<file path="src/rtl/core/wsd_pkg.sv">
// ----------------------------------------------------------------------------
// wsd_pkg
// Shared types and constants of the WebSocket frame deframer.
// ----------------------------------------------------------------------------
`default_nettype none

package wsd_pkg;

  localparam int unsigned BYTE_W   = 8;
  localparam int unsigned OPCODE_W = 4;
  localparam int unsigned KEY_W    = 32;

  // One classified result on its way from the header parser to the output.
  typedef struct packed {
    logic [BYTE_W-1:0]   raw_byte;
    logic [BYTE_W-1:0]   key_byte;
    logic [OPCODE_W-1:0] opcode;
    logic                fin;
    logic                has_data;
    logic                frame_end;
  } entry_t;

endpackage

`default_nettype wire

</file>
<file path="src/rtl/core/wsd_front.sv">
// ----------------------------------------------------------------------------
// wsd_front
// Header parser: tracks the frame phase and turns payload bytes and empty
// frames into queue entries.
// ----------------------------------------------------------------------------
`default_nettype none

module wsd_front #(
  parameter int unsigned LENGTH_WIDTH = 64
) (
  input  wire logic            clk,
  input  wire logic            rst_n,
  input  wire logic            in_valid,
  output logic                 in_ready,
  input  wire logic [7:0]      in_byte,
  input  wire logic            q_ready,
  output logic                 q_push,
  output wsd_pkg::entry_t      q_entry
);
  import wsd_pkg::*;

  localparam logic [2:0] PH_HDR0 = 3'd0;
  localparam logic [2:0] PH_HDR1 = 3'd1;
  localparam logic [2:0] PH_EXT  = 3'd2;
  localparam logic [2:0] PH_KEY  = 3'd3;
  localparam logic [2:0] PH_DATA = 3'd4;

  localparam logic [6:0] LEN_EXT16 = 7'd126;
  localparam logic [6:0] LEN_EXT64 = 7'd127;

  logic [2:0]              phase_r, phase_nxt;
  logic                    fin_r, fin_nxt;
  logic [OPCODE_W-1:0]     opcode_r, opcode_nxt;
  logic                    mask_r, mask_nxt;
  logic [2:0]              ext_cnt_r, ext_cnt_nxt;
  logic [LENGTH_WIDTH-1:0] rem_r, rem_nxt;
  logic [KEY_W-1:0]        key_r, key_nxt;
  logic [1:0]              kidx_r, kidx_nxt;

  logic                    accept;
  logic                    has_result;
  logic [LENGTH_WIDTH-1:0] rem_shift;
  logic [BYTE_W-1:0]       kb;
  logic                    last_byte;

  assign in_ready  = q_ready;
  assign accept    = in_valid && in_ready;
  assign q_push    = accept && has_result;
  assign rem_shift = {rem_r[LENGTH_WIDTH-9:0], in_byte};
  assign last_byte = (rem_r == LENGTH_WIDTH'(1));

  always_comb begin
    unique case (kidx_r)
      2'd0:    kb = key_r[31:24];
      2'd1:    kb = key_r[23:16];
      2'd2:    kb = key_r[15:8];
      default: kb = key_r[7:0];
    endcase
  end

  always_comb begin
    phase_nxt   = phase_r;
    fin_nxt     = fin_r;
    opcode_nxt  = opcode_r;
    mask_nxt    = mask_r;
    ext_cnt_nxt = ext_cnt_r;
    rem_nxt     = rem_r;
    key_nxt     = key_r;
    kidx_nxt    = kidx_r;
    has_result  = 1'b0;
    q_entry.raw_byte  = '0;
    q_entry.key_byte  = '0;
    q_entry.opcode    = opcode_r;
    q_entry.fin       = fin_r;
    q_entry.has_data  = 1'b0;
    q_entry.frame_end = 1'b1;

    unique case (phase_r)
      PH_HDR1: begin
        mask_nxt = in_byte[7];
        rem_nxt  = '0;
        if (in_byte[6:0] == LEN_EXT16) begin
          ext_cnt_nxt = 3'd1;
          phase_nxt   = PH_EXT;
        end else if (in_byte[6:0] == LEN_EXT64) begin
          ext_cnt_nxt = 3'd7;
          phase_nxt   = PH_EXT;
        end else begin
          rem_nxt  = LENGTH_WIDTH'(in_byte[6:0]);
          kidx_nxt = 2'd0;
          if (in_byte[7]) begin
            phase_nxt = PH_KEY;
          end else if (in_byte[6:0] == 7'd0) begin
            has_result = 1'b1;
            phase_nxt  = PH_HDR0;
          end else begin
            phase_nxt = PH_DATA;
          end
        end
      end
      PH_EXT: begin
        rem_nxt = rem_shift;
        if (ext_cnt_r == 3'd0) begin
          kidx_nxt = 2'd0;
          if (mask_r) begin
            phase_nxt = PH_KEY;
          end else if (rem_shift == '0) begin
            has_result = 1'b1;
            phase_nxt  = PH_HDR0;
          end else begin
            phase_nxt = PH_DATA;
          end
        end else begin
          ext_cnt_nxt = ext_cnt_r - 3'd1;
        end
      end
      PH_KEY: begin
        key_nxt  = {key_r[23:0], in_byte};
        kidx_nxt = kidx_r + 2'd1;
        if (kidx_r == 2'd3) begin
          kidx_nxt = 2'd0;
          if (rem_r == '0) begin
            has_result = 1'b1;
            phase_nxt  = PH_HDR0;
          end else begin
            phase_nxt = PH_DATA;
          end
        end
      end
      PH_DATA: begin
        kidx_nxt   = kidx_r + 2'd1;
        rem_nxt    = rem_r - LENGTH_WIDTH'(1);
        has_result = 1'b1;
        q_entry.raw_byte  = in_byte;
        q_entry.key_byte  = mask_r ? kb : '0;
        q_entry.has_data  = 1'b1;
        q_entry.frame_end = last_byte;
        if (last_byte) begin
          phase_nxt = PH_HDR0;
        end
      end
      default: begin
        // First header byte; unused phase codes land here as well.
        fin_nxt    = in_byte[7];
        opcode_nxt = in_byte[3:0];
        phase_nxt  = PH_HDR1;
      end
    endcase
  end

  always_ff @(posedge clk) begin
    if (!rst_n) begin
      phase_r   <= PH_HDR0;
      fin_r     <= 1'b0;
      opcode_r  <= '0;
      mask_r    <= 1'b0;
      ext_cnt_r <= '0;
      rem_r     <= '0;
      key_r     <= '0;
      kidx_r    <= '0;
    end else if (accept) begin
      phase_r   <= phase_nxt;
      fin_r     <= fin_nxt;
      opcode_r  <= opcode_nxt;
      mask_r    <= mask_nxt;
      ext_cnt_r <= ext_cnt_nxt;
      rem_r     <= rem_nxt;
      key_r     <= key_nxt;
      kidx_r    <= kidx_nxt;
    end
  end

endmodule

`default_nettype wire

</file>
<file path="src/rtl/core/wsd_queue.sv">
// ----------------------------------------------------------------------------
// wsd_queue
// Two-entry queue between the header parser and the output stage.
// ----------------------------------------------------------------------------
`default_nettype none

module wsd_queue (
  input  wire logic            clk,
  input  wire logic            rst_n,
  input  wire logic            push,
  input  wire wsd_pkg::entry_t push_entry,
  output logic                 push_ready,
  input  wire logic            pop,
  output logic                 pop_valid,
  output wsd_pkg::entry_t      pop_entry
);
  import wsd_pkg::*;

  entry_t     slot_r [2];
  logic       wr_ptr_r, wr_ptr_nxt;
  logic       rd_ptr_r, rd_ptr_nxt;
  logic [1:0] count_r, count_nxt;
  logic       do_push, do_pop;

  assign push_ready = (count_r != 2'd2);
  assign pop_valid  = (count_r != 2'd0);
  assign pop_entry  = slot_r[rd_ptr_r];
  assign do_push    = push && push_ready;
  assign do_pop     = pop && pop_valid;

  always_comb begin
    wr_ptr_nxt = do_push ? ~wr_ptr_r : wr_ptr_r;
    rd_ptr_nxt = do_pop ? ~rd_ptr_r : rd_ptr_r;
    count_nxt  = count_r + {1'b0, do_push} - {1'b0, do_pop};
  end

  always_ff @(posedge clk) begin
    if (!rst_n) begin
      wr_ptr_r <= 1'b0;
      rd_ptr_r <= 1'b0;
      count_r  <= 2'd0;
    end else begin
      wr_ptr_r <= wr_ptr_nxt;
      rd_ptr_r <= rd_ptr_nxt;
      count_r  <= count_nxt;
    end
  end

  always_ff @(posedge clk) begin
    if (do_push) begin
      slot_r[wr_ptr_r] <= push_entry;
    end
  end

endmodule

`default_nettype wire

</file>
<file path="src/rtl/core/wsd_back.sv">
// ----------------------------------------------------------------------------
// wsd_back
// Output stage: unmasks the payload byte and holds the result register.
// ----------------------------------------------------------------------------
`default_nettype none

module wsd_back (
  input  wire logic            clk,
  input  wire logic            rst_n,
  input  wire logic            q_valid,
  input  wire wsd_pkg::entry_t q_entry,
  output logic                 q_pop,
  output logic                 out_valid,
  input  wire logic            out_ready,
  output logic [7:0]           out_data_byte,
  output logic [3:0]           out_frame_opcode,
  output logic                 out_final_fragment,
  output logic                 out_has_data,
  output logic                 out_frame_end
);
  import wsd_pkg::*;

  logic                valid_r, valid_nxt;
  logic [BYTE_W-1:0]   data_r;
  logic [OPCODE_W-1:0] opcode_r;
  logic                fin_r, has_r, end_r;

  // The register is free when it is empty or its transaction completes now.
  assign q_pop = q_valid && (!valid_r || out_ready);

  always_comb begin
    valid_nxt = valid_r;
    if (q_pop) begin
      valid_nxt = 1'b1;
    end else if (out_ready) begin
      valid_nxt = 1'b0;
    end
  end

  always_ff @(posedge clk) begin
    if (!rst_n) begin
      valid_r <= 1'b0;
    end else begin
      valid_r <= valid_nxt;
    end
  end

  always_ff @(posedge clk) begin
    if (q_pop) begin
      data_r   <= q_entry.raw_byte ^ q_entry.key_byte;
      opcode_r <= q_entry.opcode;
      fin_r    <= q_entry.fin;
      has_r    <= q_entry.has_data;
      end_r    <= q_entry.frame_end;
    end
  end

  assign out_valid          = valid_r;
  assign out_data_byte      = data_r;
  assign out_frame_opcode   = opcode_r;
  assign out_final_fragment = fin_r;
  assign out_has_data       = has_r;
  assign out_frame_end      = end_r;

endmodule

`default_nettype wire

</file>
<file path="src/rtl/core/websocket_frame_deframer.sv">
// ----------------------------------------------------------------------------
// websocket_frame_deframer
// Parses a WebSocket byte stream and emits unmasked payload bytes with the
// FIN bit and opcode of their frame.
// ----------------------------------------------------------------------------
//
//   Channel   Handshake             Payload
//   in        in_valid / in_ready   in_byte[7:0]
//   out       out_valid / out_ready out_data_byte, out_frame_opcode,
//                                   out_final_fragment, out_has_data,
//                                   out_frame_end
//
// One byte is accepted per cycle while in_ready is high; its result is
// registered first in the queue and then in the output register.
// Synchronous active-low reset returns the parser to the first header byte
// and empties the queue and the output register.
// A stalled output fills the two-entry queue; in_ready drops only when it is
// full, so header bytes and payload keep flowing while the result waits.
// ----------------------------------------------------------------------------
`default_nettype none

module websocket_frame_deframer #(
  parameter int unsigned LENGTH_WIDTH = 64
) (
  input  wire logic       clk,
  input  wire logic       rst_n,
  input  wire logic       in_valid,
  output logic            in_ready,
  input  wire logic [7:0] in_byte,
  output logic            out_valid,
  input  wire logic       out_ready,
  output logic [7:0]      out_data_byte,
  output logic [3:0]      out_frame_opcode,
  output logic            out_final_fragment,
  output logic            out_has_data,
  output logic            out_frame_end
);
  import wsd_pkg::*;

  logic   q_push, q_ready, q_valid, q_pop;
  entry_t push_entry, pop_entry;

  wsd_front #(
    .LENGTH_WIDTH(LENGTH_WIDTH)
  ) u_front (
    .clk      (clk),
    .rst_n    (rst_n),
    .in_valid (in_valid),
    .in_ready (in_ready),
    .in_byte  (in_byte),
    .q_ready  (q_ready),
    .q_push   (q_push),
    .q_entry  (push_entry)
  );

  wsd_queue u_queue (
    .clk        (clk),
    .rst_n      (rst_n),
    .push       (q_push),
    .push_entry (push_entry),
    .push_ready (q_ready),
    .pop        (q_pop),
    .pop_valid  (q_valid),
    .pop_entry  (pop_entry)
  );

  wsd_back u_back (
    .clk                (clk),
    .rst_n              (rst_n),
    .q_valid            (q_valid),
    .q_entry            (pop_entry),
    .q_pop              (q_pop),
    .out_valid          (out_valid),
    .out_ready          (out_ready),
    .out_data_byte      (out_data_byte),
    .out_frame_opcode   (out_frame_opcode),
    .out_final_fragment (out_final_fragment),
    .out_has_data       (out_has_data),
    .out_frame_end      (out_frame_end)
  );

endmodule

`default_nettype wire

</file>
<file path="config.mk">
export PLATFORM = sky130hd
export DESIGN_NAME = websocket_frame_deframer
export DESIGN_NICKNAME = d
export VERILOG_FILES = /design/src/rtl/core/wsd_pkg.sv /design/src/rtl/core/wsd_front.sv /design/src/rtl/core/wsd_queue.sv /design/src/rtl/core/wsd_back.sv /design/src/rtl/core/websocket_frame_deframer.sv
export SDC_FILE = /design/constraint.sdc
export NUM_CORES = 1
export LEC_CHECK = 0
export BUFFER_PORTS_ARGS = -buffer_cell sky130_fd_sc_hd__buf_2
export CAP_MARGIN = 20
export CORE_UTILIZATION = 62
export DETAILED_ROUTE_END_ITERATION = 8
export GPL_ROUTABILITY_DRIVEN = 0
export PLACE_DENSITY = 0.8
export SLEW_MARGIN = 20
export SYNTH_ARGS = -nofsm -noshare
export SYNTH_HDL_FRONTEND = slang
export SYNTH_SLANG_ARGS = --single-unit
export TNS_END_PERCENT = 30
</file>
<file path="constraint.sdc">
create_clock -name clk -period 3.9 [get_ports clk]
set_clock_uncertainty 0.1 [all_clocks]
set_input_delay 0.585 -clock clk [delete_from_list [all_inputs] [get_ports clk]]
set_output_delay 0.585 -clock clk [all_outputs]
set_load 0.005 [all_outputs]
</file>
==> flow_summary_export.csv <==
group,metric,value,unit
drt,drc,0,
sta,holdWs,355.2,ps
drt,routed_wirelength,24300,um
drt,wire_per_inst,19.66,um
placement,port_buffers,28,
finish,antenna_cells,0,
sta,setup_ws,658.5,ps
sta,slew_violations,0,
global_route,grt_max_degree,52,
cts,cts_buffers,17,
global_route,grt_first_pass_wirelength,38670,um
worst_setup_path,crit_chain,"nor3_1, nand4_1, nor3_1, nand4_1, o41ai_2, nor2b_2, buf_4",
flow_run,max_cap_violations,0,
finish,drive_above_1_share,10.32,%
worst_hold_path,hold_path_depth,2,
sta,tightest_slew,998.6,ps
die,row_count,43,
die,coreArea,14040,um2
power,power,6.911,mW
power,ir_drop,458.3,uV
worst_setup_path,cp.buffers_inverters,1,
sta,min_period_over_period,83.12,%
cts,cts_setup_buffers,0,
worst_setup_path,crit_fanout,23,
global_route,gr-usage-all-layers,33.02,%
worst_setup_path,cp.arrival,3250,ps
die,start_util,64.48,%
cts,cts_tree,"yes",
cts,clkLatencyLatePin,440,ps
power,p_per_area,695.3,nW/um2
synth,synth.avg_cell_area,8.698,um2
worst_setup_path,rr_startpoint,"u_front.rem_r[33]",
worst_setup_path,crit_required,3910,ps
finish,area_growth,9.769,%
worst_hold_path,hp-class,"register to register",
cts,cts_resized,0,
worst_hold_path,whs_endpoint,"u_front.ext_cnt_r[1]",
worst_setup_path,rrSetupSlack,660,ps
worst_setup_path,path_class,"register to register",
synth,synth-async-reset-ratio,0,%
synth,synth_cells,1041,
placement,dp_hpwl,15470,um
sta,finalSetupTns,0,ps
cts,cts.path.max_buffers,2,
synth,synth_area,9055,um2
finish,fin_nets,1066,
sta,setup_viol,0,
cts,clkTransAtPathRegs,70,ps
cts,cts.sinks,177,
drt,drtIter0Drc,1238,
finish,instances_no_fill,1236,
worst_setup_path,critPathMaxStageDelay,520,ps
cts,ctsHtreeMaxLevel,4,
sta,hold_viol,0,
die,die_w,122.9,um
placement,dp.cells,1204,
synth,synth_area_leaders,"dfxtp_1, edfxtp_1, nand2_1",
drt,post_drt_via_cell_ratio,6.776,
finish,layout_commonest_cell,"nand2_1",
synth,synth_top_cell_area_share,25.65,%
global_route,grt_pass1_vias,7577,
synth,synth_top_area_cell,"dfxtp_1",
worst_setup_path,crit_family,"simple AND/OR/NAND/NOR gates",
worst_setup_path,r2r_cells,7,
sta,fin_crit,3242,ps
die,die_y,122.9,um
drt,vias,8375,
global_route,grt-ovfl-total,0,
power,power_leakage,3.643,nW
finish,final_cell_mix,"nand2_1, nor2_1, dfxtp_1",
global_route,antenna_found_initial,0,
sta,max_slew_margin,33.27,%
synth,yosysWarnings,0,
synth,synth_cell_type_count,74,
sta,fmax,308.5,MHz
synth,synthesis.nets,1064,
worst_setup_path,timing.rr.end,"u_queue.slot_r[0][21]",
cts,cts_root_buffer,"clkbuf_16",
drt,ant_nets,0,
placement,dpl_worst_slack,801.1,ps
worst_setup_path,slowest_stage,"nor3_1",
cts,ctsHoldBuffers,0,
finish,fill_cells,1042,
synth,ys.flop_type,"dfxtp_1",
drt,first_pass_iters,5,
worst_setup_path,endpoint_kind,"register",
synth,ys_seq_area_share,45.88,%
outcome,outcome,"complete, no violations",
worst_setup_path,start_kind,"register",
synth,synth-seq-cells,177,
die,io_pins,29,
synth,synth_edf_count,61,
worst_hold_path,worstHoldStart,"u_front.ext_cnt_r[1]",
sta,rsz0062_at_grt,"false",
die,die_area,15090,um2
sequential cells by signal (all words and copies together), names as in the netlist, 2 cells and up, named ones only:
signal	count
u_front.rem_r	64
u_front.key_r	32
u_back.out_frame_opcode	4
u_back.out_data_byte	8
u_queue.slot_r	46
u_front.opcode_r	4
u_front.phase_r	3
u_queue.count_r	2
u_front.ext_cnt_r	3
u_front.kidx_r	2
metrics by stage:
stage               util [%]  instance area (um2)
floorplan                  -                 9055
global placement       66.30                 9310
detailed placement     66.30                 9310
CTS                    70.78                 9940
global route           70.78                 9940
finish                 70.78                 9940
cell usage after synthesis (10+ instances only):
cell	count
ha_1	11
o22ai_1	11
nand4_1	20
nor4_1	15
and3_1	18
nand2b_1	10
nor3_1	37
a22oi_1	20
mux2i_1	15
nand2_1	144
clkbuf_1	46
xor2_1	10
dfxtp_1	116
a21oi_1	99
nor2_1	118
edfxtp_1	61
o211ai_1	14
and2_1	17
xnor2_1	12
inv_1	18
o21ai_0	50
a31oi_1	12
nand3_1	34
per-layer routing:
metal	GRT usage (%)	up-vias	wire length [um]
li1	-	3822	-
met1	45.07	3951	10240
met2	50.77	532	11090
met3	7.481	70	2411
met4	12.73	0	552
met5	0	-	0
worst min-delay path: stages, from the launching register on:
cell	delay, ps
dfxtp_1	310
nand2_1	50
a21oi_1	50
cell type report:
cell class	instances	area (um2)	share of cell area [%]
clock inverters	11	178.9	1.800
multi-input cells	780	4548	45.76
flip-flops and latches	177	4154	41.79
clock buffers	21	450.4	4.532
inverters	20	75.07	0.7553
well taps	180	225.2	2.266
repair buffers	47	307.8	3.097
worst max path at each step:
stage | from | to | slack [ps] | cells past startpoint
detailed placement | u_front.rem_r[33] | u_queue.slot_r[0][12] | 800 | 7
global route | u_front.rem_r[33] | u_queue.slot_r[0][14] | 450 | 7
floorplan | u_front.rem_r[28] | u_queue.slot_r[0][0] | 540 | 7
CTS | u_front.rem_r[33] | u_queue.slot_r[0][22] | 740 | 7
global placement | u_front.rem_r[33] | u_queue.slot_r[0][12] | 910 | 7
finish | u_front.rem_r[33] | u_queue.slot_r[0][21] | 660 | 7
where the power goes:
| group | internal, mW | switching (mW) | leakage [nW] |
|---|---|---|---|
| Clock | 1.10 | 0.744 | 0.304 |
| Sequential | 2.16 | 0.196 | 1.52 |
| Combinational | 0.915 | 1.79 | 1.82 |
kinds of logic (layout without fill, tap and decap cells):
family,after synthesis,after routing,synth area share (%)
buffers and inverters,84,99,4.007
XOR/XNOR,22,22,2.128
adder cells (fa/ha/maj),11,11,1.520
flip-flops,177,177,45.88
AND/OR/NAND/NOR,458,458,25.13
AO/OA/AOI/OAI,266,266,18.68
multiplexers,23,23,2.653
Note: power is estimated with default switching activity, not from simulation.
